[src/hdl/vmts_pkg.sv]
// Shared types and constants for the mode table scanner.
// Depends on nothing; every other file in hdl imports it.
package vmts_pkg;

	localparam int MAX_MODES   = 64;
	localparam int BUF_W       = 54;   // widest bit buffer: 46 held bits plus one byte
	localparam int CNT_W       = 6;
	localparam int ENTRY_BITS  = 41;
	localparam int NEED_BITS   = 47;
	localparam int COUNT_W     = 7;
	localparam int IDXW_W      = 3;
	localparam int EXP_W       = 4;
	localparam int SIZE_W      = 16;
	localparam int CFG_IDX_W   = 2;

	localparam logic [CFG_IDX_W-1:0] CFG_SHORT_EXP = 2'd0;
	localparam logic [CFG_IDX_W-1:0] CFG_LONG_EXP  = 2'd1;

	localparam logic RESULT_SETUP = 1'b0;
	localparam logic RESULT_AUDIO = 1'b1;

	localparam logic ACTION_SETUP = 1'b0;
	localparam logic ACTION_AUDIO = 1'b1;

	typedef enum logic [1:0] {
		PH_SEEK = 2'd0,
		PH_SCAN = 2'd1,
		PH_STOP = 2'd2
	} phase_t;

	typedef struct packed {
		logic       action;
		logic [7:0] data_byte;
		logic       last_byte;
	} item_t;

	typedef struct packed {
		logic               result_kind;
		logic               setup_ok;
		logic [COUNT_W-1:0] mode_count;
		logic [IDXW_W-1:0]  mode_index_bits;
		logic [SIZE_W-1:0]  block_size;
		logic               long_block;
	} result_t;

	// Stored outcome of the last setup scan, as seen by the audio path.
	typedef struct packed {
		logic [COUNT_W-1:0]   mode_count;
		logic [IDXW_W-1:0]    index_width;
		logic [MAX_MODES-1:0] flags;
	} mode_info_t;

endpackage

[src/hdl/vmts_scan.sv]
// Setup header scanner: framing bit search, bit buffer and mode entry tests.
// Holds all scan state. Depends on vmts_pkg.
module vmts_scan (
	input  logic                        clk,
	input  logic                        arst_n,
	input  logic                        en,
	input  logic [7:0]                  data_byte,
	input  logic                        last_byte,
	output vmts_pkg::mode_info_t        info,
	output vmts_pkg::result_t           setup_res
);
	import vmts_pkg::*;

	logic [BUF_W-1:0]     buf_q, buf_d;
	logic [CNT_W-1:0]     cnt_q, cnt_d;
	phase_t               phase_q, phase_d;
	logic [COUNT_W-1:0]   ent_q, ent_d;
	logic [MAX_MODES-1:0] flags_q, flags_d;
	logic [COUNT_W-1:0]   found_q, found_d;
	logic [IDXW_W-1:0]    iw_q, iw_d;

	logic [2:0]           top;
	logic [7:0]           low_mask;
	logic [BUF_W-1:0]     sh;
	logic [CNT_W-1:0]     cnt8;
	logic [3:0]           sa;
	logic [BUF_W-1:0]     entry_sh;
	logic [BUF_W-1:0]     field_sh;
	logic [ENTRY_BITS-1:0] entry;
	logic [5:0]           field;
	logic [COUNT_W-1:0]   ent_inc;
	logic [COUNT_W-1:0]   found_m1;
	logic [IDXW_W-1:0]    width_new;

	function automatic logic [2:0] msb_pos(input logic [7:0] v);
		logic [2:0] p;
		p = 3'd0;
		for (int i = 0; i < 8; i++) begin
			if (v[i])
				p = 3'(i);
		end
		return p;
	endfunction

	function automatic logic [IDXW_W-1:0] bit_len(input logic [COUNT_W-1:0] v);
		logic [IDXW_W-1:0] n;
		n = '0;
		for (int i = 0; i < COUNT_W; i++) begin
			if (v[i])
				n = IDXW_W'(i + 1);
		end
		return n;
	endfunction

	assign top      = msb_pos(data_byte);
	assign low_mask = (8'd1 << top) - 8'd1;
	// Bits above the held count are always zero while scanning.
	assign sh       = {buf_q[BUF_W-9:0], data_byte};
	assign cnt8     = cnt_q + 6'd8;
	assign sa       = 4'(cnt8 - 6'(ENTRY_BITS));
	assign entry_sh = sh >> sa;
	assign entry    = entry_sh[ENTRY_BITS-1:0];
	assign field_sh = sh >> (sa - 4'd6);
	assign field    = field_sh[5:0];
	assign ent_inc  = ent_q + 7'd1;

	always_comb begin
		buf_d   = buf_q;
		cnt_d   = cnt_q;
		phase_d = phase_q;
		ent_d   = ent_q;
		flags_d = flags_q;
		found_d = found_q;
		iw_d    = iw_q;
		unique case (phase_q)
			PH_SEEK: begin
				ent_d   = '0;
				flags_d = '0;
				found_d = '0;
				iw_d    = '0;
				if (data_byte != 8'd0) begin
					buf_d   = BUF_W'(data_byte & low_mask);
					cnt_d   = CNT_W'(top);
					phase_d = PH_SCAN;
				end
			end
			PH_SCAN: begin
				buf_d = sh;
				cnt_d = cnt8;
				if (cnt8 >= 6'(NEED_BITS)) begin
					// Nonzero window or transform type ends the table.
					if (|entry[32:1]) begin
						phase_d = PH_STOP;
					end else begin
						ent_d   = ent_inc;
						flags_d = {flags_q[MAX_MODES-2:0], entry[0]};
						if ({1'b0, field} == ent_q)
							found_d = ent_inc;
						cnt_d = CNT_W'(sa);
						buf_d = sh & ((BUF_W'(1) << sa) - BUF_W'(1));
						if (ent_inc > 7'(MAX_MODES))
							phase_d = PH_STOP;
					end
				end
			end
			default: begin
			end
		endcase
	end

	assign found_m1  = found_d - 7'd1;
	assign width_new = (found_d != '0) ? bit_len(found_m1) : '0;

	always_ff @(posedge clk or negedge arst_n) begin
		if (!arst_n) begin
			buf_q   <= '0;
			cnt_q   <= '0;
			phase_q <= PH_SEEK;
			ent_q   <= '0;
			flags_q <= '0;
			found_q <= '0;
			iw_q    <= '0;
		end else if (en) begin
			flags_q <= flags_d;
			found_q <= found_d;
			if (last_byte) begin
				buf_q   <= '0;
				cnt_q   <= '0;
				phase_q <= PH_SEEK;
				ent_q   <= '0;
				iw_q    <= width_new;
			end else begin
				buf_q   <= buf_d;
				cnt_q   <= cnt_d;
				phase_q <= phase_d;
				ent_q   <= ent_d;
				iw_q    <= iw_d;
			end
		end
	end

	assign info.mode_count  = found_q;
	assign info.index_width = iw_q;
	assign info.flags       = flags_q;

	always_comb begin
		setup_res                 = '0;
		setup_res.result_kind     = RESULT_SETUP;
		setup_res.setup_ok        = (found_d != '0);
		setup_res.mode_count      = found_d;
		setup_res.mode_index_bits = width_new;
	end

endmodule

[src/hdl/vmts_audio.sv]
// Audio packet block size select from the stored mode flags.
// Depends on vmts_pkg.
module vmts_audio (
	input  logic                          [7:0] data_byte,
	input  vmts_pkg::mode_info_t                info,
	input  logic [vmts_pkg::EXP_W-1:0]          short_exp,
	input  logic [vmts_pkg::EXP_W-1:0]          long_exp,
	output vmts_pkg::result_t                   audio_res
);
	import vmts_pkg::*;

	logic [6:0]       idx_mask;
	logic [6:0]       mode;
	logic             flag;
	logic [EXP_W-1:0] e;

	assign idx_mask = ~(7'h7F << info.index_width);
	assign mode     = data_byte[7:1] & idx_mask;
	assign flag     = mode[6] ? 1'b0 : info.flags[mode[5:0]];
	assign e        = flag ? long_exp : short_exp;

	always_comb begin
		audio_res                 = '0;
		audio_res.result_kind     = RESULT_AUDIO;
		audio_res.setup_ok        = (info.mode_count != '0);
		audio_res.mode_count      = info.mode_count;
		audio_res.mode_index_bits = info.index_width;
		audio_res.block_size      = SIZE_W'(1) << e;
		audio_res.long_block      = flag;
	end

endmodule

[src/hdl/vorbis_mode_table_scanner.sv]
// Top level of the mode table scanner: input register, config registers,
// result register. Depends on vmts_pkg, vmts_scan and vmts_audio.
//
//   channel  | handshake                | word
//   item     | item_valid / item_stall  | item (action, data_byte, last_byte)
//   result   | result_valid / result_stall | result (six result fields)
//   cfg      | cfg_valid / cfg_ready    | cfg_index, cfg_data
//
// One word per cycle while item_stall is low. A word is registered on acceptance
// and its result enters the result register at the edge on which it advances.
// Reset clears the scan state, the stored mode table and both exponents.
// A stalled result holds the next result-producing word in the input register.
module vorbis_mode_table_scanner (
	input  logic                                clk,
	input  logic                                arst_n,
	input  logic                                item_valid,
	output logic                                item_stall,
	input  vmts_pkg::item_t                     item,
	output logic                                result_valid,
	input  logic                                result_stall,
	output vmts_pkg::result_t                   result,
	input  logic                                cfg_valid,
	output logic                                cfg_ready,
	input  logic [vmts_pkg::CFG_IDX_W-1:0]      cfg_index,
	input  logic [vmts_pkg::EXP_W-1:0]          cfg_data
);
	import vmts_pkg::*;

	item_t            item_s1;
	logic             valid_s1;
	logic             needs_out;
	logic             advance;
	logic [EXP_W-1:0] short_q, long_q;
	mode_info_t       info;
	result_t          setup_res, audio_res;

	assign cfg_ready = 1'b1;

	always_ff @(posedge clk or negedge arst_n) begin
		if (!arst_n) begin
			short_q <= '0;
			long_q  <= '0;
		end else if (cfg_valid && cfg_ready) begin
			unique case (cfg_index)
				CFG_SHORT_EXP: short_q <= cfg_data;
				CFG_LONG_EXP:  long_q  <= cfg_data;
				default: begin
				end
			endcase
		end
	end

	assign needs_out  = (item_s1.action == ACTION_AUDIO) || item_s1.last_byte;
	assign advance    = valid_s1 && (!needs_out || !result_valid || !result_stall);
	assign item_stall = valid_s1 && !advance;

	always_ff @(posedge clk or negedge arst_n) begin
		if (!arst_n)
			valid_s1 <= 1'b0;
		else if (!item_stall)
			valid_s1 <= item_valid;
	end

	always_ff @(posedge clk) begin
		if (item_valid && !item_stall)
			item_s1 <= item;
	end

	vmts_scan u_scan (
		.clk       (clk),
		.arst_n    (arst_n),
		.en        (advance && (item_s1.action == ACTION_SETUP)),
		.data_byte (item_s1.data_byte),
		.last_byte (item_s1.last_byte),
		.info      (info),
		.setup_res (setup_res)
	);

	vmts_audio u_audio (
		.data_byte (item_s1.data_byte),
		.info      (info),
		.short_exp (short_q),
		.long_exp  (long_q),
		.audio_res (audio_res)
	);

	always_ff @(posedge clk or negedge arst_n) begin
		if (!arst_n)
			result_valid <= 1'b0;
		else if (advance && needs_out)
			result_valid <= 1'b1;
		else if (!result_stall)
			result_valid <= 1'b0;
	end

	always_ff @(posedge clk) begin
		if (advance && needs_out)
			result <= (item_s1.action == ACTION_AUDIO) ? audio_res : setup_res;
	end

endmodule
[config.mk]
export PLATFORM = sky130hd
export DESIGN_NAME = vorbis_mode_table_scanner
export DESIGN_NICKNAME = d
export VERILOG_FILES = /design/src/hdl/vmts_pkg.sv /design/src/hdl/vmts_scan.sv /design/src/hdl/vmts_audio.sv /design/src/hdl/vorbis_mode_table_scanner.sv
export SDC_FILE = /design/constraint.sdc
export NUM_CORES = 1
export LEC_CHECK = 0
export ABC_AREA = 1
export BUFFER_PORTS_ARGS = -buffer_cell sky130_fd_sc_hd__buf_4
export CORE_MARGIN = 5
export CORE_UTILIZATION = 40
export CTS_CLUSTER_SIZE = 10
export DETAILED_ROUTE_END_ITERATION = 7
export GPL_TIMING_DRIVEN = 0
export PLACE_DENSITY_LB_ADDON = 0.05
export SYNTH_ARGS = -nofsm -noshare
export SYNTH_HDL_FRONTEND = slang
export SYNTH_SLANG_ARGS = --single-unit
[constraint.sdc]
create_clock -name clk -period 8.27 [get_ports clk]
set_input_delay 0.4135 -clock clk [delete_from_list [all_inputs] [get_ports clk]]
set_output_delay 0.4135 -clock clk [all_outputs]
set_load 0.1 [all_outputs]
# Yosys cells after proc, flatten, opt, wreduce, memory -nomap -nowiden
# Cells that the tools add are included.
[word_totals]
output_inout_bits = 32
reg_bits = 184
elab_cells = 131
[classes]
n_reduce_logical = 29
n_eq_ne = 10
n_lt_le_gt_ge = 3
shift = 6
n_bitwise = 5
add_sub_neg = 7
n_mux = 51
[op_table]
columns = ["op", "n"]
rows = [
  ["$mux W46", 4],
  ["$mux W64", 2],
  ["$pmux W64 S2", 1],
  ["$pmux W46 S2", 1],
  ["$shr A54 B4 Y33", 1],
  ["$shr A54 B4 Y6", 1],
  ["$and A46 B46 Y46", 1],
  ["$shl A1 B4 Y46 const A", 1],
  ["$sub A46 B1 Y46 const B", 1],
  ["$mux W7", 6],
  ["$mux W3", 13],
  ["$reduce_or A32 Y1", 1],
  ["$mux W29", 1],
  ["$pmux W7 S2", 2],
  ["$mux W6", 4],
  ["$shl A1 B4 Y16 const A", 1],
  ["$mux W2", 7],
  ["$reduce_bool A7 Y1", 2],
  ["$pmux W6 S2", 1],
  ["$and A8 B8 Y8", 1],
  ["$reduce_and A4 Y1", 2],
  ["$reduce_bool A8 Y1", 1],
  ["$shl A1 B3 Y8 const A", 1],
  ["$sub A8 B1 Y8 const B", 1],
  ["other kinds (32)", 54],
]

# Longest topological paths before layout
# Gate-level depths: netlist of the first run.
[depth]
depth_word = 19
depth_mapped = 37
depth_no_buf = 33

# Cells and area by module
# A second synthesis of the first run with hierarchy kept.
[unflattened]
hier_cells = 1696
area_unflattened_um2 = 11979.0
[modules_own_cells]
columns = ["module", "n_inst", "area_each_um2", "seq_area_each_um2", "cells_each"]
rows = [
  ["vmts_scan", 1, 8839.7, 3228.1, 1285],
  ["vorbis_mode_table_scanner", 1, 1954.4, 1421.4, 184],
  ["vmts_audio", 1, 1184.9, 0.0, 227],
]

# Worst setup path before layout of the first run
# No wires, ideal clock.
[synth_timing]
kind = "reg2reg"
start = "register u_scan.cnt_q[0]"
end = "register result[17] (netlist bit), data pin"
path_buffers = 4
path_stages_with_launch = 35
required_time_ns = 8.018
period_less_slack_ns = 4.468
path_slack_ns = 3.802
t_arrival_ns = 4.215
cell_sequence = "dfrtp_1 > inv_2 > buf_2 > ha_1 > inv_1 > nand2_1 > nand2_2 > clkinv_2 > buf_6 > buf_6 > ha_1 > inv_1 > clkbuf_1 > nand3_1 > nand2_1 > nand2_1 > nand3_1 > nand2_1 > nor2_1 > nand2_1 > nor2_4 > nand2_4 > inv_2 > nand2_2 > a21boi_4 > ha_1 > nand3_2 > nor2_1 > nand4_2 > clkinv_1 > nor2_1 > nand2_1 > nand2_1 > nand2_1 > nand2_1"
[synth_via]
elab_chain_cells = 19
elab_cells_between_ends = 23
cone_classes = "4 x add/sub; 1 x order compare; 1 x eq/ne; 2 x shift; 13 x mux; 2 x reduce/logical"
[synth_lines]
columns = ["element", "line", "text"]
rows = [
  ["start: declaration", "vmts_scan.sv:15", "logic [CNT_W-1:0] cnt_q, cnt_d;"],
  ["start signal: assignment", "vmts_scan.sv:134", "cnt_q <= cnt_d;"],
  ["$add A6 B4 Y6 *", "vmts_scan.sv:59", "assign cnt8 = cnt_q + 6'd8;"],
  ["$sub A4 B4 Y4", "vmts_scan.sv:60", "assign sa = 4'(cnt8 - 6'(ENTRY_BITS));"],
  ["$sub A4 B3 Y4", "vmts_scan.sv:63", "assign field_sh = sh >> (sa - 4'd6);"],
  ["$shr A54 B4 Y6", "vmts_scan.sv:63", ""],
  ["$eq A6 B7 Y1", "vmts_scan.sv:97", "if ({1'b0, field} == ent_q)"],
  ["$mux W7", "vmts_scan.sv:97", ""],
  ["$mux W7", "vmts_scan.sv:92", "if (|entry[32:1]) begin"],
  ["$mux W7 *", "vmts_scan.sv:90", "if (cnt8 >= 6'(NEED_BITS)) begin"],
  ["$pmux W7 S2 *", "vmts_scan.sv:75", "unique case (phase_q)"],
  ["$sub A7 B1 Y7", "vmts_scan.sv:111", "assign found_m1 = found_d - 7'd1;"],
  ["$mux W1", "vmts_scan.sv:49", "if (v[i])"],
  ["$mux W2 (2 in series)", "vmts_scan.sv:49", ""],
  ["$mux W3 (4 in series)", "vmts_scan.sv:49", ""],
  ["$mux W3 *", "vmts_scan.sv:112", "assign width_new = (found_d != '0) ? bit_len(found_m1) : '0;"],
  ["$mux W29 *", "vorbis_mode_table_scanner.sv:98", "result <= (item_s1.action == ACTION_AUDIO) ? audio_res : setup_res;"],
  ["end signal: assignment", "vorbis_mode_table_scanner.sv:98", ""],
  ["end: declaration", "vorbis_mode_table_scanner.sv:21", "output vmts_pkg::result_t result,"],
]
# Every way passes the cells marked *; elsewhere a longest branch is shown, timed or not.
# A chain may end at the register's enable or synchronous reset.

# Worst setup path after layout of the first run
# Ends and elaborated chain as after synthesis.

==> results of run 1 <==
-- metrics by stage --
step	total power [W]	instances	hold WS [ps]	instance area (um^2)
after global placement	0.00409	1905	434	11700
after global routing	0.00532	1939	122	12400
after floorplan	0.00328	1513	118	10900
after CTS	0.00490	1939	139	12400
after detailed placement	0.00408	1906	378	11800
final	0.00490	1939	157	12400
-- where the power goes --
group	switching, W	internal (W)	total [W]
Combinational	0.00214	0.000926	0.00306
Sequential	0.0000605	0.000969	0.00103
Clock	0.000399	0.000407	0.000806
Total	0.00260	0.00230	0.00490
-- path summary, 6_finish.rpt --
check                                                  to  slack [ps]  depth (start not counted)
max in group asynchronous     u_scan.cnt_q[1]$_DFFE_PN0P_        6970                          3
setup / recovery                     result[17]$_DFFE_PP_        2660                         33
hold / removal                       item_s1[9]$_DFFE_PP_         160                          1
min in group asynchronous  u_scan.flags_q[11]$_DFFE_PN0P_         480                          2
setup reg to reg                     result[17]$_DFFE_PP_        2660                         33
hold reg to reg                      result[28]$_DFFE_PP_         450                          0
-- cell usage after synthesis (13+ instances only) --
cell type | count | area [um^2]
nand2_1 | 449 | 1690
inv_1 | 181 | 679
nand3_1 | 169 | 846
dfrtp_1 | 139 | 3480
nor2_1 | 112 | 420
o22ai_1 | 86 | 538
o21ai_0 | 77 | 385
edfxtp_1 | 39 | 1170
a21oi_1 | 32 | 160
clkbuf_1 | 32 | 120
buf_2 | 28 | 140
nor3_1 | 14 | 70.1
ha_1 | 13 | 163
-- state kept, by name, summed over array words and instances (netlist names) --
name,flops
u_scan.phase_q,2
long_q,4
short_q,4
u_scan.buf_q,40
result_valid,1
valid_s1,1
u_scan.cnt_q,6
u_scan.flags_q,64
result,29
item_s1,10
u_scan.ent_q,7
u_scan.found_q,7
u_scan.iw_q,3
-- repair_timing --
| action | in CTS | in global routing |
|---|---|---|
| setup endpoints to repair | 0 | 0 |
| hold buffers | 1 | 0 |
| buffers inserted | 0 | 0 |
| hold endpoints to repair | 45 | 0 |
-- critical path, delay by kind of cell (launching register included) --
| family | cells | cell delay (ps) |
|---|---|---|
| AOI/OAI and AO/OA | 1 | 270 |
| adders and majority gates | 3 | 830 |
| buffers and inverters | 9 | 1710 |
| DFF | 1 | 470 |
| and+or+nand+nor | 20 | 2050 |
-- kinds of logic (layout without fill, tap and decap cells) --
| family | after synthesis | in the layout | synth area share |
|---|---|---|---|
| adder cells (fa/ha/maj) | 13 | 13 | 0.0149 |
| buffers and inverters | 265 | 350 | 0.101 |
| other | 1 | 1 | 0.000343 |
| flip-flops | 178 | 178 | 0.425 |
| XOR/XNOR | 11 | 11 | 0.00881 |
| multiplexers | 2 | 2 | 0.00183 |
| AO/OA/AOI/OAI | 255 | 255 | 0.142 |
| AND/OR/NAND/NOR | 788 | 788 | 0.307 |
-- placed cells by master, fill, tap and decap left out, types with 6 or more instances in the layout --
master,count
buf_4,53
nand3b_1,6
clkbuf_1,32
ha_1,13
nand3_1,169
buf_6,9
edfxtp_1,39
a21oi_1,32
inv_8,6
xor2_1,9
nor2_1,112
o221ai_1,8
nand2_1,449
clkbuf_16,17
inv_1,181
a31oi_1,9
o211ai_1,9
nand2_2,8
o22ai_1,86
o31ai_1,8
inv_2,9
nor3_1,14
o21ai_0,77
o21ai_1,8
dfrtp_1,139
buf_2,28
-- routing by layer --
| metal | part of all wire | GRT usage | vias to the layer above |
|---|---|---|---|
| met2 | 0.46 | 0.355 | 256 |
| met5 | 0 | 0 | - |
| met1 | 0.48 | 0.310 | 4850 |
| li1 | - | - | 5148 |
| met3 | 0.048 | 0.0314 | 24 |
| met4 | 0.011 | 0.0393 | 0 |
-- cell type report --
class | instances | area [um^2]
flip-flops and latches | 178 | 4650
clock inverters | 15 | 161
clock buffers | 17 | 425
inverters | 193 | 726
plain buffers | 72 | 377
fillers | 2827 | 14600
multi-input cells | 1070 | 5180
well taps | 341 | 427
repair buffers | 53 | 424
==> run_results.csv, run 1 <==
group,metric,value,unit
clock_tree,cts_resized,0,
clock_tree,root_buffer,"clkbuf_16",
clock_tree,cts_buffer_depth,2,
synthesis,seq_area_frac_synth,0.425,
global_route,antenna_found_initial,0,
detailed_routing,drc,0,
detailed_routing,dr.first_iter.drc_count,863,
detailed_routing,viasPerCell,5.30,
place,place_congestion,0.916,
finish,nets,1619,
synthesis,synth_edf_count,39,
die,die_x,175,um
timing,setup_viol,0,
finish,fin_util,0.459,
die,start_util,0.406,
synthesis,avgSynthCellArea,7.23,um^2
detailed_routing,wl_per_cell,17.2,um
global_route,grt_pass1_wl,53300,um
synthesis,synth.net_count,1547,
global_route,track_usage,0.217,
clock_tree,cts.sink_count,178,
synthesis,synth_warnings,0,
die,die_h,175,um
timing,final.setup_skew,15.4,ps
place,io_buffer_count,51,
timing,fin_crit,5610,ps
run_status,status,"completed",
synthesis,synth.distinct_cells,53,
worst_setup_path,critPathLaunchType,"flip-flop",
die,dieArea,0.0307,mm^2
finish,drive_gt1_frac,0.0995,
clock_tree,htree_levels,4,
die,coreArea,0.0270,mm^2
timing,relSlewSlack,0.234,
worst_setup_path,critPathRequiredTime,8450,ps
pwr,p_per_area,396,mW/mm^2
global_route,grt_overflow,0,
clock_tree,clk_pin_slew_worst_paths,80,ps
min_path,hp-start,"item[9]",
timing,period_share,0.678,
finish,n_antenna_cell,0,
worst_setup_path,crit_path_max_fanout,12,
run,drv_cap,0,
timing,max_freq,0.178,GHz
synthesis,postSynthRegisterBits,178,
global_route,grt_pass1_vias,9838,
timing,postLayoutSetupSlackWorst,2660,ps
clock_tree,cts_tree,"yes",
detailed_routing,dr.pass1.iters,7,
synthesis,synth-main-ff-cell,"dfrtp_1",
timing,setup_tns,0,ps
synthesis,syn-cell-area,0.0109,mm^2
place,pre_cts_ws,2670,ps
worst_setup_path,r2r-start,"u_scan.cnt_q[0]$_DFFE_PN0P_",
timing,rsz0062_at_grt,"no",
worst_setup_path,slowest_delay,470,ps
die,rows,60,
worst_setup_path,crit_arrival,5780,ps
clock_tree,numCtsBuffers,17,
detailed_routing,antenna_left,0,
timing,drv_slew,0,
finish,areaGrowthSynthToFinish,13.1,%
worst_setup_path,cp-end-kind,"flip-flop",
place,hpwl,25300,um
min_path,hold_class,"input port to flip-flop",
global_route,grt_max_degree,95,
synthesis,synthArstFlopShare,0.781,
worst_setup_path,criticalPathCategory,"flip-flop to flip-flop",
detailed_routing,vias,10278,
worst_setup_path,crit_top_cell,"nand2_1",
detailed_routing,wirelength,33400,um
worst_setup_path,slowest_stage,"dfrtp_1",
worst_setup_path,setup.worst_path.start,"u_scan.cnt_q[0]$_DFFE_PN0P_",
die,io_pins,53,
clock_tree,insertion_delay,430,ps
pwr,max-vdd-ir-drop,0.000158,V
pwr,leakagePower,5.76,nW
timing,hold_viol,0,
synthesis,synth_cells,1513,
timing,worstMarginPinSlew,1150,ps
Power figures use the tool's default switching activity.
==> inputs of run 2 (changes only) <==
- clock period: 8.27 -> 5.5 ns (I/O delays scaled with it)
==> run_results.csv, run 2 (synthesized netlist as in run 1, its figures left out) <==
group,metric,value,unit
worst_setup_path,crit_path_max_fanout,18,
run_status,status,"completed",
timing,postLayoutSetupSlackWorst,447,ps
detailed_routing,antenna_left,0,
clock_tree,numCtsBuffers,17,
finish,regMostFlops,"u_scan.flags_q",
pwr,leakagePower,5.76,nW
detailed_routing,dr.pass1.iters,8,
global_route,grt_overflow,0,
die,io_pins,53,
worst_setup_path,reg2reg_depth,33,
global_route,grt_pass1_vias,9839,
global_route,grt_max_degree,95,
timing,relSlewSlack,0.236,
detailed_routing,dr.first_iter.drc_count,731,
worst_setup_path,critPathRequiredTime,5680,ps
timing,drv_slew,0,
timing,fin_crit,5050,ps
detailed_routing,wirelength,33400,um
finish,nets,1621,
worst_setup_path,slowest_delay,480,ps
min_path,hold_depth,1,
pwr,total_power,0.00742,W
detailed_routing,drc,0,
worst_setup_path,r2r-start,"u_scan.cnt_q[0]$_DFFE_PN0P_",
clock_tree,cts_buffer_depth,2,
finish,fin_util,0.461,
worst_setup_path,slowest_stage,"dfrtp_2",
worst_setup_path,critPathLaunchType,"flip-flop",
pwr,p_per_area,597,mW/mm^2
timing,period_share,0.919,
timing,max_freq,0.198,GHz
worst_setup_path,crit_top_cell,"nand2_1",
finish,n_antenna_cell,0,
place,place_congestion,0.916,
worst_setup_path,criticalPathCategory,"flip-flop to flip-flop",
global_route,antenna_found_initial,0,
finish,fill_cells,2821,
min_path,hp-start,"item[1]",
clock_tree,htree_levels,4,
worst_setup_path,cp-end-kind,"flip-flop",
place,hpwl,25300,um
finish,final_common_cell,"nand2_1",
run,drv_cap,0,
die,start_util,0.406,
clock_tree,insertion_delay,430,ps
clock_tree,cts_tree,"yes",
finish,final_cell_mix,"nand2_1 (449), inv_1 (180), nand3_1 (169)",
detailed_routing,wl_per_cell,17.2,um
die,coreArea,0.0270,mm^2
finish,areaGrowthSynthToFinish,13.6,%
worst_setup_path,reg2reg_slack,450,ps
detailed_routing,viasPerCell,5.32,
timing,hold_viol,0,
worst_setup_path,crit_arrival,5230,ps
die,die_x,175,um
global_route,track_usage,0.216,
die,die_h,175,um
worst_setup_path,timing.rr.end,"result[17]$_DFFE_PP_",
die,dieArea,0.0307,mm^2
die,rows,60,
clock_tree,clk_pin_slew_worst_paths,70,ps
timing,setup_viol,0,
detailed_routing,vias,10327,
timing,rsz0062_at_grt,"no",
clock_tree,cts.sink_count,178,
timing,final.setup_skew,16.2,ps
min_path,hold_class,"input port to flip-flop",
finish,drive_gt1_frac,0.102,
place,pre_cts_ws,-103,ps
min_path,hold_path_end,"item_s1[1]$_DFFE_PP_",
pwr,max-vdd-ir-drop,0.000238,V
place,io_buffer_count,51,
finish,top_regs,"u_scan.flags_q: 64 flops, u_scan.buf_q: 40 flops, result: 29 flops",
clock_tree,root_buffer,"clkbuf_16",
finish,largest_register_ffs,64,
timing,worstMarginPinSlew,1150,ps
global_route,grt_pass1_wl,53300,um
==> run 2: repair_timing <==
action,4_1_cts,5_1_grt
setup buffers,0,0
hold endpoints to repair,45,3
hold buffers,1,3
pin swaps,0,1
resized for setup,0,11
gates cloned,0,1
setup endpoints to repair,1,7
==> run 2: power by group <==
part           internal (W)  switching [W]  leakage [nW]
Combinational       0.00142        0.00324          3.19
Sequential          0.00146      0.0000935          2.29
Clock              0.000612       0.000598         0.282
Total               0.00349        0.00393          5.76
==> run 2: final cells by class <==
cell class / count / area, um^2 / area share
Timing Repair Buffer: 56 / 454 / 0.0366
Inverter: 193 / 734 / 0.0591
Buffer: 70 / 372 / 0.0299
Clock inverter: 15 / 161 / 0.0130
Timing Repair inverter: 1 / 7.51 / 0.000605
Tap cell: 341 / 427 / 0.0344
Multi-Input combinational cell: 1070 / 5190 / 0.418
Sequential cell: 178 / 4650 / 0.375
Clock buffer: 17 / 425 / 0.0343
==> run 2: critical path, delay by kind of cell, from the launching register on <==
kind	cells	cell delay, ps
and+or+nand+nor	21	2060
buffers and inverters	8	1070
adders and majority gates	3	920
DFF	1	480
AOI/OAI and AO/OA	1	270
==> run 2: worst max path at each step <==
| stage | startpoint | end | cells past startpoint |
|---|---|---|---|
| after detailed placement | u_scan.cnt_q[0]$_DFFE_PN0P_ | result[17]$_DFFE_PP_ | 33 |
| after CTS | u_scan.cnt_q[0]$_DFFE_PN0P_ | result[17]$_DFFE_PP_ | 31 |
| final | u_scan.cnt_q[0]$_DFFE_PN0P_ | result[17]$_DFFE_PP_ | 33 |
| after global routing | u_scan.cnt_q[0]$_DFFE_PN0P_ | result[17]$_DFFE_PP_ | 33 |
| after floorplan | u_scan.cnt_q[0]$_DFFE_PN0P_ | result[17]$_DFFE_PP_ | 34 |
| after global placement | u_scan.cnt_q[0]$_DFFE_PN0P_ | result[17]$_DFFE_PP_ | 33 |
==> run 2: through the flow <==
| stage | hold WS [ps] | setup TNS (ps) | instance area, um^2 | instances |
|---|---|---|---|---|
| final | 28.4 | 0 | 12400 | 1941 |
| after global routing | 0.480 | 0 | 12400 | 1941 |
| after floorplan | -20.6 | 0 | 10900 | 1513 |
| after global placement | 434 | -109 | 11700 | 1905 |
| after detailed placement | 239 | -103 | 11800 | 1906 |
| after CTS | 0.484 | 0 | 12400 | 1938 |
==> run 2: per-layer routing <==
layer	vias to the layer above	share of wire	track usage	wire (um)
li1	5164	-	-	-
met1	4889	0.48	0.310	16100
met2	251	0.46	0.355	15500
met3	23	0.045	0.0314	1490
met4	0	0.011	0.0393	374
met5	-	0	0	0
